$ cat src/hw/rtl/lbs_pkg.sv
// Shared constants, item and configuration types, and RGB565 packing helpers
// for the letterbox scaler. No dependencies.
`timescale 1ns / 1ps

package lbs_pkg;

  // Source frame geometry (square NV12 frame, power-of-two side)
  localparam int SRC_DIM      = 128;
  localparam int SRC_AW       = $clog2(SRC_DIM);
  localparam int LUMA_BYTES   = SRC_DIM * SRC_DIM;
  localparam int LUMA_AW      = 2 * SRC_AW;
  localparam int STORE_BYTES  = LUMA_BYTES + LUMA_BYTES / 2;
  localparam int CHROMA_WORDS = LUMA_BYTES / 4;
  localparam int CHROMA_AW    = LUMA_AW - 2;
  localparam int ADDR_W       = 15;

  // Display geometry and fixed-point scale factor
  localparam int MAX_DISP_DIM = 4096;
  localparam int DIM_W        = $clog2(MAX_DISP_DIM);
  localparam int FRAC_W       = 16;
  localparam int INV_W        = SRC_AW + FRAC_W + 1;
  localparam int PROD_W       = DIM_W + INV_W;
  localparam logic [INV_W-1:0] RECIP_NUM = INV_W'(SRC_DIM) << FRAC_W;

  // Request queue between front and back
  localparam int FIFO_DEPTH = 4;
  localparam int FIFO_PW    = $clog2(FIFO_DEPTH);
  localparam int FIFO_CW    = $clog2(FIFO_DEPTH + 1);

  // Register indexes
  localparam logic [1:0] REG_WIDTH  = 2'd0;
  localparam logic [1:0] REG_HEIGHT = 2'd1;
  localparam logic [1:0] REG_MODE   = 2'd2;

  // Render modes (any other code renders as YUV colour)
  localparam logic [1:0] MODE_YUV  = 2'd0;
  localparam logic [1:0] MODE_GRAY = 2'd1;
  localparam logic [1:0] MODE_FLOW = 2'd2;

  localparam logic [DIM_W-1:0] RST_WIDTH  = DIM_W'(1920);
  localparam logic [DIM_W-1:0] RST_HEIGHT = DIM_W'(1080);

  typedef struct packed {
    logic               pix;   // 1: pixel request, 0: source byte write
    logic               win;   // pixel inside the centered square
    logic [ADDR_W-1:0]  addr;
    logic [7:0]         data;
    logic [DIM_W-1:0]   ox;    // column offset inside the square
    logic [DIM_W-1:0]   oy;    // row offset inside the square
  } lbs_item_t;

  typedef struct packed {
    logic [1:0]       mode;
    logic [INV_W-1:0] inv;
  } lbs_cfg_t;

  function automatic logic [15:0] gray565(input logic [7:0] y8);
    return {y8[7:3], y8[7:2], y8[7:3]};
  endfunction

  function automatic logic [15:0] flow565(input logic [7:0] code);
    logic [15:0] res;
    case (code)
      8'd0:    res = 16'h0000;
      8'd50:   res = 16'hf800;
      8'd100:  res = 16'h07ff;
      8'd150:  res = 16'h07e0;
      8'd200:  res = 16'hf81f;
      default: res = gray565(code);
    endcase
    return res;
  endfunction

endpackage

$ cat src/hw/rtl/lbs_recip.sv
// Restoring divider: one quotient bit per cycle for the fixed-point ratio of the
// source side to the square side. Depends on lbs_pkg.
`timescale 1ns / 1ps

module lbs_recip (
  input  logic                         clk,
  input  logic                         rst,
  input  logic                         start,
  input  logic [lbs_pkg::DIM_W-1:0]    divisor,
  output logic                         run,
  output logic [lbs_pkg::INV_W-1:0]    quot
);

  localparam int CNT_W = $clog2(lbs_pkg::INV_W);

  logic [CNT_W-1:0]            cnt;
  logic [lbs_pkg::DIM_W-1:0]   rem;
  logic [lbs_pkg::DIM_W-1:0]   rem_next;
  logic [lbs_pkg::INV_W-1:0]   num;
  logic [lbs_pkg::DIM_W:0]     trial;
  logic                        ge;

  assign trial    = {rem, num[lbs_pkg::INV_W-1]};
  assign ge       = trial >= {1'b0, divisor};
  assign rem_next = ge ? lbs_pkg::DIM_W'(trial - {1'b0, divisor})
                       : trial[lbs_pkg::DIM_W-1:0];
  assign quot     = num;

  always_ff @(posedge clk) begin
    if (rst) begin
      run <= 1'b0;
      cnt <= '0;
    end else if (start) begin
      run <= 1'b1;
      cnt <= CNT_W'(lbs_pkg::INV_W - 1);
    end else if (run) begin
      if (cnt == '0) begin
        run <= 1'b0;
      end else begin
        cnt <= cnt - 1'b1;
      end
    end
  end

  always_ff @(posedge clk) begin
    if (start) begin
      rem <= '0;
      num <= lbs_pkg::RECIP_NUM;
    end else if (run) begin
      rem <= rem_next;
      num <= {num[lbs_pkg::INV_W-2:0], ge};
    end
  end

endmodule

$ cat src/hw/rtl/lbs_front.sv
// Front end: configuration registers, window geometry recalculation and
// request classification into queue entries. Depends on lbs_pkg, lbs_recip.
`timescale 1ns / 1ps

module lbs_front (
  input  logic                          clk,
  input  logic                          rst,
  input  logic                          cfg_we,
  input  logic [1:0]                    cfg_index,
  input  logic [lbs_pkg::DIM_W-1:0]     cfg_data,
  input  logic                          in_valid,
  output logic                          in_ready,
  input  logic                          req_type,
  input  logic [lbs_pkg::ADDR_W-1:0]    src_addr,
  input  logic [7:0]                    src_byte,
  input  logic [lbs_pkg::DIM_W-1:0]     pix_x,
  input  logic [lbs_pkg::DIM_W-1:0]     pix_y,
  output logic                          push,
  output lbs_pkg::lbs_item_t            item,
  input  logic                          full,
  output lbs_pkg::lbs_cfg_t             cfg
);

  typedef enum logic [3:0] {
    RC_IDLE   = 4'b0001,
    RC_SQUARE = 4'b0010,
    RC_EDGES  = 4'b0100,
    RC_DIV    = 4'b1000
  } rc_state_t;

  rc_state_t                   state;
  logic [lbs_pkg::DIM_W-1:0]   disp_w;
  logic [lbs_pkg::DIM_W-1:0]   disp_h;
  logic [1:0]                  mode;
  logic [lbs_pkg::DIM_W-1:0]   square;
  logic [lbs_pkg::DIM_W-1:0]   x0;
  logic [lbs_pkg::DIM_W-1:0]   x1;
  logic [lbs_pkg::DIM_W-1:0]   y0;
  logic [lbs_pkg::DIM_W-1:0]   y1;
  logic [lbs_pkg::DIM_W-1:0]   x0_next;
  logic [lbs_pkg::DIM_W-1:0]   y0_next;
  logic                        f_vld;
  lbs_pkg::lbs_item_t          f_item;
  lbs_pkg::lbs_item_t          f_item_next;
  logic                        div_run;
  logic [lbs_pkg::INV_W-1:0]   inv;
  logic                        accept;

  lbs_recip u_recip (
    .clk     (clk),
    .rst     (rst),
    .start   (state == RC_EDGES),
    .divisor (square),
    .run     (div_run),
    .quot    (inv)
  );

  assign x0_next = (disp_w - square) >> 1;
  assign y0_next = (disp_h - square) >> 1;

  // Configuration registers and geometry recalculation
  always_ff @(posedge clk) begin
    if (rst) begin
      disp_w <= lbs_pkg::RST_WIDTH;
      disp_h <= lbs_pkg::RST_HEIGHT;
      mode   <= lbs_pkg::MODE_YUV;
      state  <= RC_SQUARE;
    end else if (cfg_we) begin
      case (cfg_index)
        lbs_pkg::REG_WIDTH:  disp_w <= cfg_data;
        lbs_pkg::REG_HEIGHT: disp_h <= cfg_data;
        lbs_pkg::REG_MODE:   mode   <= cfg_data[1:0];
        default:             ;
      endcase
      state <= RC_SQUARE;
    end else begin
      case (state)
        RC_SQUARE: state <= RC_EDGES;
        RC_EDGES:  state <= RC_DIV;
        RC_DIV:    if (!div_run) state <= RC_IDLE;
        default:   state <= RC_IDLE;
      endcase
    end
  end

  always_ff @(posedge clk) begin
    if (state == RC_SQUARE) begin
      square <= (disp_w < disp_h) ? disp_w : disp_h;
    end
    if (state == RC_EDGES) begin
      x0 <= x0_next;
      x1 <= x0_next + square;
      y0 <= y0_next;
      y1 <= y0_next + square;
    end
  end

  // Classify the incoming request
  always_comb begin
    f_item_next.pix  = req_type;
    f_item_next.win  = (pix_x >= x0) && (pix_x < x1) && (pix_y >= y0) && (pix_y < y1);
    f_item_next.addr = src_addr;
    f_item_next.data = src_byte;
    f_item_next.ox   = pix_x - x0;
    f_item_next.oy   = pix_y - y0;
  end

  assign push     = f_vld && !full;
  assign in_ready = (state == RC_IDLE) && (!f_vld || !full);
  assign accept   = in_valid && in_ready;

  always_ff @(posedge clk) begin
    if (rst) begin
      f_vld <= 1'b0;
    end else if (accept) begin
      f_vld <= 1'b1;
    end else if (push) begin
      f_vld <= 1'b0;
    end
  end

  always_ff @(posedge clk) begin
    if (accept) begin
      f_item <= f_item_next;
    end
  end

  assign item     = f_item;
  assign cfg.mode = mode;
  assign cfg.inv  = inv;

endmodule

$ cat config.mk
export PLATFORM = sky130hd
export DESIGN_NAME = lbs_front
export DESIGN_NICKNAME = d
export VERILOG_FILES = /design/src/hw/rtl/lbs_pkg.sv /design/src/hw/rtl/lbs_recip.sv /design/src/hw/rtl/lbs_front.sv
export SDC_FILE = /design/constraint.sdc
export NUM_CORES = 1
export LEC_CHECK = 0
export ABC_AREA = 1
export CORE_MARGIN = 5
export CORE_UTILIZATION = 50
export CTS_BUF_LIST = sky130_fd_sc_hd__clkbuf_16
export CTS_CLUSTER_SIZE = 28
export DETAILED_ROUTE_END_ITERATION = 10
export DONT_BUFFER_PORTS = 1
export GPL_ROUTABILITY_DRIVEN = 0
export GPL_TIMING_DRIVEN = 0
export PLACE_DENSITY = 0.62
export SLEW_MARGIN = 20
export SYNTH_ARGS = -nofsm -noshare
export SYNTH_HDL_FRONTEND = slang
export SYNTH_SLANG_ARGS = --single-unit
export TNS_END_PERCENT = 100
$ cat constraint.sdc
create_clock -name clk -period 4.15 [get_ports clk]
set_input_delay 0 -clock clk [delete_from_list [all_inputs] [get_ports clk]]
set_output_delay 0 -clock clk [all_outputs]
set_load 0.005 [all_outputs]
==> results by group <==
Outcome
  • Status: complete, no violations

Logic synthesis
  • Post-synth EDFFs: 107
  • Synth cell types: 38
  • Most common cell in the netlist: nand2_1
  • Synth area leaders: edfxtp_1 (30%), dfxtp_1 (13%), ha_1 (13%)
  • Yosys top cell area share: 29.64%
  • Fraction of registers with async set/reset: 0%
  • Mean area per synthesized cell: 8.550 sq um
  • Synth Flop Type: edfxtp_1
  • Ys Warns: 0
  • Synthesized area: 10840 sq um
  • Synth area leader: edfxtp_1
  • Post-Syn Instances: 1268
  • Yosys reg bits: 180
  • Post-synthesis net count: 1455
  • Commonest cells post-synth: nand2_1 (251), inv_1 (197), ha_1 (113), a21oi_1 (110), edfxtp_1 (107)
  • Seq/Total Area, Yosys: 43.12%

Worst setup path
  • Worst reg-to-reg setup slack: 0.55 ns
  • Path length in cells of the critical path: 13
  • Worst R2R Path Depth: 13
  • Slowest cell on the critical path: edfxtp_1
  • Reg-to-reg endpoint: y1[11]
  • CP startpoint kind: flop
  • Worst EP arrival: 3.75 ns
  • CP cell instances: inv_1, ha_1, nand2_1, nor3_1, nor2_1, o21ai_0, xor2_1, ha_1, a21oi_1, o21ai_0, a21oi_1, o21ai_0, xor2_1
  • WS Path Type: flop to flop
  • CP peak stage delay: 0.64 ns
  • Crit-path max FO: 7
  • Critical path's top delay family: compound AO/OA/AOI/OAI gates
  • Worst reg2reg path startpoint: square[1]
  • CP Data Required Time: 4.30 ns
  • CP most frequent cell: o21ai_0
  • Worst path bufs/invs: 1
  • Nature of the critical path endpoint: flop

Die
  • Die ar.: 24730 sq um
  • Core area: 21150 sq um
  • Initial cell density of the core: 51.25%
  • Row cnt: 53
  • Ports: 144
  • Die Y-Extent: 157.3 microns
  • Die W: 157.3 microns

Timing
  • Setup WS post-layout: 0.5470 ns
  • Skew final: 0.01119 ns
  • Slew headroom: 59.51%
  • Hold_ws: 0.005964 ns
  • Max-slew violations: 0
  • Minimum clock period: 3.603 ns
  • Count of final setup violators: 0
  • Slew @ Worst Pin: 0.6073 ns
  • Hold Fails Final Rpt: 0
  • Final TNS setup: 0 ns
  • Final Cycle Share: 86.82%
  • RSZ-0062 raised after global routing: no
  • Fmax: 277.5 MHz

Min path
  • Hold Path Sink: item[47]
  • Hold depth: 4
  • Worst Hold Class: input port to flop
  • Hold Path Origin: pix_x[11]

Drt
  • Initial DRT Pass Iterations: 7
  • Via Count: 8365
  • Antenna violation net count after detailed routing: 0
  • Initial DRC count: 475
  • Met1 WL: 11170 microns
  • Drt wl/cell: 14.80 microns
  • Routed wl met2: 11190 microns
  • Met3 wire length: 1338 microns
  • Number of vias per cell: 5.122
  • Top routing layer in use: met4
  • Total Wirelength: 24170 microns
  • Drt drc: 0

Clock tree
  • CTS Root Buffer Type: clkbuf_16
  • H-tree depth: 4
  • CTS Buf Count: 17
  • CTS max path bufs: 2
  • CTS tree: done
  • Post_cts resized: 0
  • Clk slew on worst S/H paths: 0.07 ns
  • # clock sinks: 180
  • Clk_lat worst skew: 0.42 ns

Cells and area
  • Nets@finish: 1532
  • Layout Cells excl Fill: 1633
  • Final Util: 58.44%
  • Layout cells sized above 1: 5.228%
  • ANT cells: 0
  • Layout Area Growth over Synthesis: 14.02%

Power and ir drop
  • Max IR drop VDD: 0.3335 mV
  • P per Cell Area: 479.0 nW/um^2
  • LEAKAGE: 5.596 nW

GRT
  • Overall Global Routing Usage: 20.00%
  • Initial antenna violation count: 0
  • Largest net degree at the start of global routing: 55
  • Vias in the first global route: 8098
  • Gr ovfl total: 0
  • First-pass GRT wire length: 39790 microns

Placement
  • Place WS: 0.5262 ns
  • Number of buffers inserted by port buffering: 0
  • DPL Wire Length: 18840 microns
  • Placed cells: 1545

Job
  • Max-cap violations: 0
-- what timing repair did --
action	CTS	global route
setup buffers	0	0
hold endpoints to repair	73	0
hold buffers	56	0
-- worst max path at each step --
stage | from | to
after global placement | square[1] | y1[11]
after detailed placement | square[1] | y1[11]
after CTS | square[1] | y1[11]
after global routing | square[1] | y1[11]
final | square[1] | y1[11]
after floorplan | square[1] | y1[11]
-- metal layers --
metal / vias to the layer above / GRT usage (%)
li1: 4394 / -
met1: 3760 / 26.76
met2: 184 / 32.36
met3: 27 / 4.757
met4: 0 / 6.186
met5: - / 0
-- worst register-to-register path, delay by kind of cell (launching register included) --
kind	cells	cell delay, ns
adders and majority gates	2	0.65
and+or+nand+nor	3	0.36
AOI/OAI and AO/OA	5	1.02
buffers and inverters	1	0.24
DFF	1	0.64
xor gates and xnor gates	2	0.41
-- cells by family after synthesis --
kind of cell | count (synthesis) | synth area share (%)
xor gates and xnor gates | 65 | 5.251
and+or+nand+nor | 452 | 17.78
adders and majority gates | 120 | 14.33
DFF | 180 | 43.12
buffers and inverters | 224 | 8.009
AOI/OAI and AO/OA | 227 | 11.51
-- where the power goes --
part	internal (mW)	switching, mW	leakage (nW)	total [mW]
sequential	2.18	0.141	1.57	2.32
clock	0.796	0.748	0.270	1.54
combinational	0.822	1.24	3.75	2.06
-- cells in the final DEF, fill, tap and decap left out, types with 7 or more instances in the layout --
master	instances
o21ai_0	76
inv_1	197
dfxtp_1	73
clkbuf_1	13
edfxtp_1	107
nor2_1	96
xnor2_1	27
nor3_1	13
fa_1	7
nand2_1	251
dlygate4sd3_1	56
a21o_1	8
ha_1	113
a21oi_1	110
nand3_1	59
nand3_2	7
o211ai_1	7
nand4_1	15
clkbuf_16	17
xor2_1	38
-- sequential cells by signal, indices dropped and copies added, names as in the netlist --
name          count
item             49
mode              2
y0               11
u_recip.quot     24
disp_h           12
x1               12
y1               12
u_recip.cnt       5
square           12
u_recip.run       1
state             4
disp_w           12
x0               11
f_vld             1
u_recip.rem      12
-- area by class of cell --
type,instances,area [sq um]
Fill cell,1957,8792
Multi-Input combinational cell,864,5300
Sequential cell,180,4674
Inverter,201,754.5
Timing Repair Buffer,58,608.1
Clock buffer,17,425.4
Tap cell,275,344.1
Clock inverter,15,137.6
Buffer,23,117.6
-- per-stage QoR --
step / cell area [sq um] / power (mW)
2_1_floorplan: 10840 / 3.901
3_3_place_gp: 11190 / 4.327
3_5_place_dp: 11240 / 4.358
4_1_cts: 12360 / 5.960
5_1_grt: 12360 / 6.384
6_report: 12360 / 5.921
Note: power is estimated with default switching activity, not from simulation.
