## config.mk

```make
export PLATFORM = sky130hd
export DESIGN_NAME = lbs_fifo
export DESIGN_NICKNAME = d
export VERILOG_FILES = /design/src/hw/rtl/lbs_pkg.sv /design/src/hw/rtl/lbs_fifo.sv
export SDC_FILE = /design/constraint.sdc
export NUM_CORES = 1
export LEC_CHECK = 0
export BUFFER_PORTS_ARGS = -buffer_cell sky130_fd_sc_hd__buf_4
export CELL_PAD_IN_SITES_DETAIL_PLACEMENT = 1
export CELL_PAD_IN_SITES_GLOBAL_PLACEMENT = 1
export CORE_UTILIZATION = 54
export DETAILED_ROUTE_END_ITERATION = 12
export PLACE_DENSITY_LB_ADDON = 0.1
export SYNTH_ARGS = -nofsm -noshare
export SYNTH_HDL_FRONTEND = slang
export SYNTH_SLANG_ARGS = --single-unit
```

## constraint.sdc

```tcl
create_clock -name clk -period 6.7 [get_ports clk]
set_input_delay 1.34 -clock clk [delete_from_list [all_inputs] [get_ports clk]]
set_output_delay 1.34 -clock clk [all_outputs]
set_load 0.05 [all_outputs]
```

## src/hw/rtl/lbs_pkg.sv

```systemverilog
// Shared constants, item and configuration types, and RGB565 packing helpers
// for the letterbox scaler. No dependencies.
`timescale 1ns / 1ps

package lbs_pkg;

  // Source frame geometry (square NV12 frame, power-of-two side)
  localparam int SRC_DIM      = 128;
  localparam int SRC_AW       = $clog2(SRC_DIM);
  localparam int LUMA_BYTES   = SRC_DIM * SRC_DIM;
  localparam int LUMA_AW      = 2 * SRC_AW;
  localparam int STORE_BYTES  = LUMA_BYTES + LUMA_BYTES / 2;
  localparam int CHROMA_WORDS = LUMA_BYTES / 4;
  localparam int CHROMA_AW    = LUMA_AW - 2;
  localparam int ADDR_W       = 15;

  // Display geometry and fixed-point scale factor
  localparam int MAX_DISP_DIM = 4096;
  localparam int DIM_W        = $clog2(MAX_DISP_DIM);
  localparam int FRAC_W       = 16;
  localparam int INV_W        = SRC_AW + FRAC_W + 1;
  localparam int PROD_W       = DIM_W + INV_W;
  localparam logic [INV_W-1:0] RECIP_NUM = INV_W'(SRC_DIM) << FRAC_W;

  // Request queue between front and back
  localparam int FIFO_DEPTH = 4;
  localparam int FIFO_PW    = $clog2(FIFO_DEPTH);
  localparam int FIFO_CW    = $clog2(FIFO_DEPTH + 1);

  // Register indexes
  localparam logic [1:0] REG_WIDTH  = 2'd0;
  localparam logic [1:0] REG_HEIGHT = 2'd1;
  localparam logic [1:0] REG_MODE   = 2'd2;

  // Render modes (any other code renders as YUV colour)
  localparam logic [1:0] MODE_YUV  = 2'd0;
  localparam logic [1:0] MODE_GRAY = 2'd1;
  localparam logic [1:0] MODE_FLOW = 2'd2;

  localparam logic [DIM_W-1:0] RST_WIDTH  = DIM_W'(1920);
  localparam logic [DIM_W-1:0] RST_HEIGHT = DIM_W'(1080);

  typedef struct packed {
    logic               pix;   // 1: pixel request, 0: source byte write
    logic               win;   // pixel inside the centered square
    logic [ADDR_W-1:0]  addr;
    logic [7:0]         data;
    logic [DIM_W-1:0]   ox;    // column offset inside the square
    logic [DIM_W-1:0]   oy;    // row offset inside the square
  } lbs_item_t;

  typedef struct packed {
    logic [1:0]       mode;
    logic [INV_W-1:0] inv;
  } lbs_cfg_t;

  function automatic logic [15:0] gray565(input logic [7:0] y8);
    return {y8[7:3], y8[7:2], y8[7:3]};
  endfunction

  function automatic logic [15:0] flow565(input logic [7:0] code);
    logic [15:0] res;
    case (code)
      8'd0:    res = 16'h0000;
      8'd50:   res = 16'hf800;
      8'd100:  res = 16'h07ff;
      8'd150:  res = 16'h07e0;
      8'd200:  res = 16'hf81f;
      default: res = gray565(code);
    endcase
    return res;
  endfunction

endpackage

```

## src/hw/rtl/lbs_fifo.sv

```systemverilog
// Short request queue between front and back end. Depends on lbs_pkg.
`timescale 1ns / 1ps

module lbs_fifo (
  input  logic                clk,
  input  logic                rst,
  input  logic                push,
  input  lbs_pkg::lbs_item_t  din,
  input  logic                pop,
  output lbs_pkg::lbs_item_t  dout,
  output logic                empty,
  output logic                full
);

  lbs_pkg::lbs_item_t            entries [lbs_pkg::FIFO_DEPTH];
  logic [lbs_pkg::FIFO_PW-1:0]   wr_ptr;
  logic [lbs_pkg::FIFO_PW-1:0]   rd_ptr;
  logic [lbs_pkg::FIFO_CW-1:0]   count;

  assign empty = (count == '0);
  assign full  = (count == lbs_pkg::FIFO_CW'(lbs_pkg::FIFO_DEPTH));
  assign dout  = entries[rd_ptr];

  always_ff @(posedge clk) begin
    if (rst) begin
      wr_ptr <= '0;
      rd_ptr <= '0;
      count  <= '0;
    end else begin
      if (push) wr_ptr <= wr_ptr + 1'b1;
      if (pop)  rd_ptr <= rd_ptr + 1'b1;
      case ({push, pop})
        2'b10:   count <= count + 1'b1;
        2'b01:   count <= count - 1'b1;
        default: ;
      endcase
    end
  end

  always_ff @(posedge clk) begin
    if (push) begin
      entries[wr_ptr] <= din;
    end
  end

endmodule

```

==> flow_summary.toml, run 1 <==
[floorplan]
die-height_um = 120
dieArea_mm2 = 0.0144
die_x_um = 120
io_pins = 104
core_mm2 = 0.0134
initial_utilization_pct = 56.2
rows = 42

[timing]
worst_slew_pin_slew_ns = 1.00
report.final.slew_viol_count = 0
setup_slack_ns = 2.95
slew_headroom_pct = 33.1
fin_tns_setup_ns = 0
setup_violations = 0
rsz0062_at_grt = "false"
hold_violations = 0
period_needed_ns = 3.75
fin_crit_sh_pct = 56.0
clock.fmax_ghz = 0.267
fin_skew_ns = 0.00734

[cts]
cts_resized = 0
clk_latency_ns = 0.50
clockBufferDepth = 3
root_buffer = "clkbuf_16"
cts_buffers = 22
clkSlewWorstSetupHoldPaths_ns = 0.06
cts_setup_buffers = 0
ctsHtreeMaxLevel = 1
cts_sinks = 205
holdBufCountCts = 0
cts_tree = "done"

[placement]
place_ws_ns = 3.42
placed_cell_area_mm2 = 0.00847
dp_hpwl_mm = 8.13
portBuffers = 103
gp_congestion = 0.665

[grt]
grt_start_max_net_pins = 50
antenna_found_initial = 0
grt_pass1_wl_mm = 21.7
grt_pass1_vias = 3769
track_usage_pct = 20.9
gr-total-overflow = 0

[power_and_ir_drop]
p_leak_nw = 3.17
powerDensity_mw_per_mm2 = 350
vdd_drop_max_v = 0.000247

[yosys]
synthesis.area_mm2 = 0.00753
yosys_most_used_dff = "edfxtp_1"
synth.area.top_cells = "edfxtp_1 (78%), mux4_2 (14%), dfxtp_1 (2.4%)"
synthCells = 303
synth_cell_types = 24
synth_area_per_cell_um2 = 24.8
synth_edf_count = 196
synth-seq-area-share_pct = 80.6
synth_top_area_share_pct = 78.2
ys_warn_count = 0
ys_ff_latch = 205
syn-num-nets = 362
synth_top_area_cell = "edfxtp_1"
async_flop_share_pct = 0

[run]
max_cap_violations = 0

[routing]
drt_first_pass_iters = 6
viasPerCell = 5.61
drtIter0Drc = 201
routedWlPerCell_um = 23.7
finalWirelength_mm = 14.6
drc = 0
ant_nets = 0
dr_total_vias = 3453

[hold_path]
hold_path_end = "count[1]"
hp-class = "reg2reg"
hp-start = "count[1]"
hold_depth = 2

[finish]
mostFrequentLayoutCells = "edfxtp_1 (196), buf_4 (108), mux4_2 (47)"
antenna_cells = 0
final_common_cell = "edfxtp_1"
nets = 482
fin_area_mm2 = 0.00926
area_delta_synth_final_pct = 23.0
drive_gt1_share_pct = 44.4

[worst_setup_path]
regToRegSetupSlack_ns = 4.88
crit_fanout = 49
cpPeakStageDelay_ns = 0.98
cp.required_ns = 5.36
arrival_ns = 2.41
critPathKind = "reg2out"
endpoint_kind = "output port"
cp_top_family = "flip-flops"
r2r_start = "wr_ptr[0]"
r2r-end = "entries[2][42]"
path_buf_inv = 1
slowest_stage = "dfxtp_4"
crit_chain = "mux4_2 -> buf_4"
timing.critical_path.from_type = "register"
worstRegToRegCells = 4

[status]
status = "finished clean"
cells by family (layout without fill, tap and decap cells):
logic type,after synthesis,in the layout,synth area share [%]
compound gates,3,3,0.199
xor+xnor,5,5,0.582
fa+ha+maj,6,6,1.10
buf+inv,18,154,1.61
flops,205,205,80.6
mux,50,50,14.9
simple gates,16,16,1.01
tightest hold or removal path, cell delays in order, from the launching register on:
cell and delay [ns]:
dfxtp_1 0.35, a21oi_1 0.07, nor2_1 0.07
report_power, final:
group	switching, mW	internal, mW	total [mW]
Sequential	0.0396	1.47	1.51
Combinational	0.276	0.158	0.433
Clock	0.479	0.815	1.29
worst max path at each step:
stage               cells past startpoint     start             to  slack (ns)
finish                                  2  register       dout[28]        2.95
global route                            2  register       dout[28]        2.78
CTS                                     2  register       dout[28]        2.89
detailed placement                      2  register       dout[45]        3.42
global placement                        2  register       dout[45]        3.40
floorplan                               1      push  entries[0][0]        3.78
flip-flops by register name, summed over array words and instances (netlist names), named ones only:
register  count
rd_ptr        2
wr_ptr        2
count         3
entries     196
synth_stat cells, drive strengths merged (2+ instances only):
cell    count
ha          5
inv         6
nor2        8
xnor2       2
buf        11
edfxtp    196
dfxtp       9
and2        4
mux4       49
a21oi       2
xor2        3
layer usage:
layer | GRT usage [%] | vias up | part of all wire [%]
met5 | 0 | - | 0
met4 | 7.34 | 0 | 2.0
met3 | 4.56 | 23 | 5.7
met2 | 35.1 | 108 | 52
met1 | 27.3 | 1809 | 40
li1 | - | 1513 | -
area by class of cell:
| cell class | count | area [um2] |
|---|---|---|
| tap | 176 | 220 |
| multi-input combinational | 80 | 1340 |
| timing repair buffer | 108 | 811 |
| clock buffer | 23 | 576 |
| fill | 1049 | 4140 |
| clock inverter | 17 | 215 |
| inverter | 6 | 22.5 |
| sequential | 205 | 6070 |
through the flow:
| stage | power, mW | hold slack (ns) | instances | utilization [%] |
|---|---|---|---|---|
| global placement | 1.96 | 0.490 | 575 | 63.2 |
| global route | 3.33 | 0.579 | 615 | 69.1 |
| finish | 3.24 | 0.529 | 615 | 69.1 |
| floorplan | 1.83 | 0.467 | 303 | - |
| detailed placement | 1.97 | 0.512 | 575 | 63.2 |
| CTS | 3.27 | 0.530 | 615 | 69.1 |
Power figures use the tool's default switching activity.
==> run 2: changes to the inputs <==
- ABC_AREA: unset -> 1
- CORE_UTILIZATION: 54 -> 47
- clock period: 6.7 -> 3.8 ns (I/O delays scaled with it)
==> run 2 against run 1 <==
  * First-iteration DRC count is 50% higher
  * Register-to-register slack got worse by 2.8 ns
  * Global-route usage grew 0.43 points
  * Synthesized cell count up 76%
  * Utilization fell by 11 points
  * Critical path type unchanged
  * Critical endpoint is now dout[18]
  * Largest power group unchanged
  * Highest routed layer unchanged
==> flow_summary.toml, run 2 <==
[routing]
routedWlPerCell_um = 20.3
viasPerCell = 5.44
drt_first_pass_iters = 4
drtIter0Drc = 302
drc = 0
ant_nets = 0
dr_total_vias = 4709
finalWirelength_mm = 17.6

[grt]
grt_pass1_vias = 5166
grt_start_max_net_pins = 99
gr-total-overflow = 0
top_usage_layer = "met2"
grt_use_met1_pct = 26.0
met3_usage_pct = 4.88
antenna_found_initial = 0
track_usage_pct = 21.4
grt_pass1_wl_mm = 27.1
globalRouteMet2Util_pct = 38.0

[cts]
cts_sinks = 205
cts_setup_buffers = 0
cts_tree = "done"
cts_resized = 0
root_buffer = "clkbuf_16"
holdBufCountCts = 0
cts_buffers = 22
ctsHtreeMaxLevel = 1
clockBufferDepth = 3
clkSlewWorstSetupHoldPaths_ns = 0.06
clk_latency_ns = 0.50

[hold_path]
hp-class = "reg2reg"

[finish]
reg.largest.list = "entries x196, count x3"
fillCellCount = 1569
final_util_pct = 58.6
max_flop_register = "entries"
largest_register_ffs = 196
drive_gt1_share_pct = 23.2
final_cells = 866
fin_area_mm2 = 0.00934
antenna_cells = 0
nets = 695
mostFrequentLayoutCells = "edfxtp_1 (196), buf_4 (109), nor2_1 (101)"
final_common_cell = "edfxtp_1"
area_delta_synth_final_pct = 21.2

[worst_setup_path]
slowest_stage = "dfxtp_4"
crit_chain = "buf_4 -> o21ai_0 -> o22ai_1 -> buf_4"
timing.critical_path.from_type = "register"
cpPeakStageDelay_ns = 0.68
cpMostUsedCell = "buf_4"
crit_fanout = 50
endpoint_kind = "output port"
cp.required_ns = 3.04
critPathKind = "reg2out"
arrival_ns = 2.46
path_buf_inv = 2
cp_top_family = "buffers and inverters"

[placement]
dpl.cell_count = 828
dp_hpwl_mm = 9.68
portBuffers = 103
gp_congestion = 0.679
placed_cell_area_mm2 = 0.00864
place_ws_ns = 1.10

[power_and_ir_drop]
p_sw_mw = 1.40
sw_frac_of_total_pct = 26.0
clock_power_share_pct = 38.0
intPower_mw = 4.00
p_leak_nw = 3.32
pwr-share-seq_pct = 48.4
powerDensity_mw_per_mm2 = 578
power_mw = 5.40
vdd_drop_max_v = 0.000365
share_comb_of_total_power_pct = 13.6

[timing]
period_needed_ns = 3.22
fin_tns_setup_ns = 0
clock.fmax_ghz = 0.310
report.final.slew_viol_count = 0
hold_violations = 0
fin_crit_sh_pct = 84.8
slew_headroom_pct = 36.2
setup_violations = 0
rsz0062_at_grt = "false"
whs_ns = 0.442
worst_slew_pin_slew_ns = 0.955
fin_skew_ns = 0.00709
setup_slack_ns = 0.577

[floorplan]
die_x_um = 130
die-height_um = 130
rows = 46
core_mm2 = 0.0159
dieArea_mm2 = 0.0169
initial_utilization_pct = 48.3
io_pins = 104

[yosys]
synth_compound_area_share_pct = 11.1
async_flop_share_pct = 0
synth_cell_types = 21
synth_xor_area_share_pct = 0
syn-num-nets = 591
synth_top_family_by_area = "compound AO/OA/AOI/OAI gates"
synth_edf_count = 196
synth_top_area_share_pct = 76.4
yosys_most_used_dff = "edfxtp_1"
synthAdderAreaFrac_pct = 1.07
synthTopCellsByCount = "edfxtp_1 (196), nor2_1 (101), o21ai_0 (99), o22ai_1 (49), inv_1 (16)"
synth_area_per_cell_um2 = 14.5
synth-seq-area-share_pct = 78.7
synthCells = 532
yosysMostFrequentCell = "edfxtp_1"
synth-simple-area-share_pct = 5.64
synth_top_area_cell = "edfxtp_1"
ys_ff_latch = 205
synth.area.top_cells = "edfxtp_1 (76%), o21ai_0 (6.4%), nor2_1 (4.9%)"
synthesis.area_mm2 = 0.00770
synth.area.mux_share_pct = 0
ys_warn_count = 0

[status]
status = "finished clean"

[run]
max_cap_violations = 0
==> run 2: changes by cell type in the layout (fill, tap and decap cells not counted), sizes merged, moves of 7 or more <==
cell | previous run | this run
o21ai | 1 | 104
nor2 | 8 | 101
mux4 | 49 | 0
o22ai | 0 | 49
inv | 6 | 18
nand2 | 1 | 9
clkbuf | 23 | 30
==> run 2: cells by family after synthesis <==
family,count (synthesis)
compound gates,158
fa+ha+maj,6
buf+inv,49
flops,205
simple gates,114
==> run 2: worst paths after layout <==
path | from | depth (start not counted) | slack [ns] | to
worst min register to register | rd_ptr[1] | 1 | 0.44 | register
worst max register to register | wr_ptr[0] | 4 | 2.10 | entries[3][4]
worst max-delay path | register | 4 | 0.58 | dout[18]
worst min-delay path | rd_ptr[1] | 1 | 0.44 | register
==> run 2: final cells by class <==
type,instances,area (um2),share of cell area (%)
clock buffer,30,622,6.66
tap,216,270,2.89
clock inverter,8,77.6,0.831
sequential,205,6070,65.0
multi-input combinational,278,1370,14.7
timing repair buffer,111,858,9.19
inverter,18,72.6,0.777
==> run 2: per-layer routing <==
metal	vias up	wire length, um
met4	0	271
met1	2391	7300
li1	2196	-
met5	-	0
met2	99	8970
met3	23	1010
==> run 2: power groups by stage <==
stage / combinational, mW / sequential (mW) / clock [mW]
after global routing: 0.780 / 2.62 / 2.18
after floorplan: 0.490 / 2.65 / 0
after CTS: 0.743 / 2.62 / 2.10
final: 0.733 / 2.62 / 2.05
after detailed placement: 0.738 / 2.66 / 0
after global placement: 0.719 / 2.66 / 0
==> run 3: changes to the inputs <==
- ABC_AREA: 1 -> 0
- CORE_UTILIZATION: 47 -> 45
- clock period: 3.8 -> 2.68 ns (I/O delays scaled with it)
==> run 3 against run 2 <==
  * Worst setup slack worse by 0.31 ns
  * Via count down 28%
  * Hold slack worse by 0.20 ns
  * Combinational power up 60%
  * Sequential share of layout area down 0.31 points
  * Non-clock buffer count up 4
  * Sequential power up 42%
  * Die area up 2.0%
==> flow_summary.toml, run 3 (same netlist as run 1, synthesis figures left out) <==
[finish]
mostFrequentLayoutCells = "edfxtp_1 (196), buf_4 (107), mux4_2 (47)"
area_delta_synth_final_pct = 24.7
antenna_cells = 0
drive_gt1_share_pct = 44.4
final_cells = 660
max_flop_register = "entries"
reg.largest.list = "entries x196, count x3"
nets = 489
largest_register_ffs = 196
fillCellCount = 1376
final_common_cell = "edfxtp_1"
final_util_pct = 58.2
fin_area_mm2 = 0.00939

[timing]
setup_violations = 0
fin_tns_setup_ns = 0
hold_violations = 0
setup_slack_ns = 0.265
report.final.slew_viol_count = 0
slew_headroom_pct = 62.3
fin_skew_ns = 0.00765
clock.fmax_ghz = 0.414
rsz0062_at_grt = "false"
worst_slew_pin_slew_ns = 0.566
fin_crit_sh_pct = 90.1
period_needed_ns = 2.41
whs_ns = 0.246

[cts]
clkSlewWorstSetupHoldPaths_ns = 0.06
clk_latency_ns = 0.49
ctsHtreeMaxLevel = 1
holdBufCountCts = 0
clockBufferDepth = 3
cts_sinks = 205
cts_buffers = 22
root_buffer = "clkbuf_16"
cts_tree = "done"

[grt]
antenna_found_initial = 0
grt_start_max_net_pins = 38
grt_pass1_wl_mm = 21.5
gr-total-overflow = 0
grt_pass1_vias = 3900
track_usage_pct = 16.4

[worst_setup_path]
endpoint_kind = "output port"
slowest_stage = "mux4_2"
timing.critical_path.from_type = "register"
critPathKind = "reg2out"
worstRegToRegCells = 4
crit_fanout = 18
crit_chain = "buf_12 -> mux4_2 -> buf_4"
cpPeakStageDelay_ns = 0.54
arrival_ns = 1.88
cp.required_ns = 2.14

[routing]
ant_nets = 0
dr_total_vias = 3412
drtIter0Drc = 196
drt_first_pass_iters = 4
finalWirelength_mm = 13.5
drc = 0
viasPerCell = 5.17
routedWlPerCell_um = 20.4

[run]
max_cap_violations = 0

[power_and_ir_drop]
vdd_drop_max_v = 0.000577
power_mw = 7.83
powerDensity_mw_per_mm2 = 834
p_leak_nw = 3.21

[floorplan]
io_pins = 104
core_mm2 = 0.0161
initial_utilization_pct = 46.7
dieArea_mm2 = 0.0172
die_x_um = 131
die-height_um = 131
rows = 46

[hold_path]
hp-class = "in2reg"
hold_depth = 1

[placement]
gp_congestion = 0.735
dpl.cell_count = 620
place_ws_ns = 0.514
portBuffers = 103
dp_hpwl_mm = 8.41
placed_cell_area_mm2 = 0.00864

[status]
status = "finished clean"
[run 3: changes by cell type in the layout (fill, tap and decap cells not counted), sizes merged, moves of 2 or more]
cell and change:
o21ai -103, nor2 -93, mux4 +49, o22ai -49
inv -12, nand2 -8, and2 +4, buf +4
a21oi -3, xor2 +3, bufinv +2, xnor2 +2
[run 3: worst max-delay path: cells and delay by family, from the launching register on]
| family | cells | cell delay (ns) |
|---|---|---|
| buffers and inverters | 2 | 0.42 |
| flip-flops | 1 | 0.42 |
| multiplexers | 1 | 0.54 |
[run 3: layer usage]
layer	up-vias	global-route usage (%)	share of wire, %
li1	1525	-	-
met1	1787	21.1	42
met2	78	27.9	51
met3	22	3.70	4.9
met4	0	5.04	1.9
met5	-	0	0
[run 3: cell type report]
cell class | instances | area, um2 | area share, %
inverter | 6 | 22.5 | 0.240
multi-input combinational | 80 | 1340 | 14.3
sequential | 205 | 6070 | 64.7
clock buffer | 29 | 598 | 6.37
clock inverter | 9 | 116 | 1.24
tap | 216 | 270 | 2.88
timing repair buffer | 115 | 963 | 10.3
[run 3: what timing repair did]
item,CTS,global route
resized for setup,0,0
hold endpoints to repair,0,0
endpoints found under the setup margin,6,0
setup buffers,2,0
[run 3: final timing paths]
kind	startpoint	endpoint	slack, ns
worst min-delay path	din[3]	entries[0][3]	0.25
worst max register to register	wr_ptr[1]	entries[1][2]	1.05
worst max-delay path	register	dout[5]	0.27
worst min register to register	count[2]	count[2]	0.52
[run 3: power breakdown]
group	internal, mW	leakage [nW]	switching, mW	total, mW
Combinational	0.429	0.985	0.736	1.17
Sequential	3.68	1.88	0.0437	3.72
Clock	1.85	0.349	1.10	2.94
Total	5.95	3.21	1.88	7.83
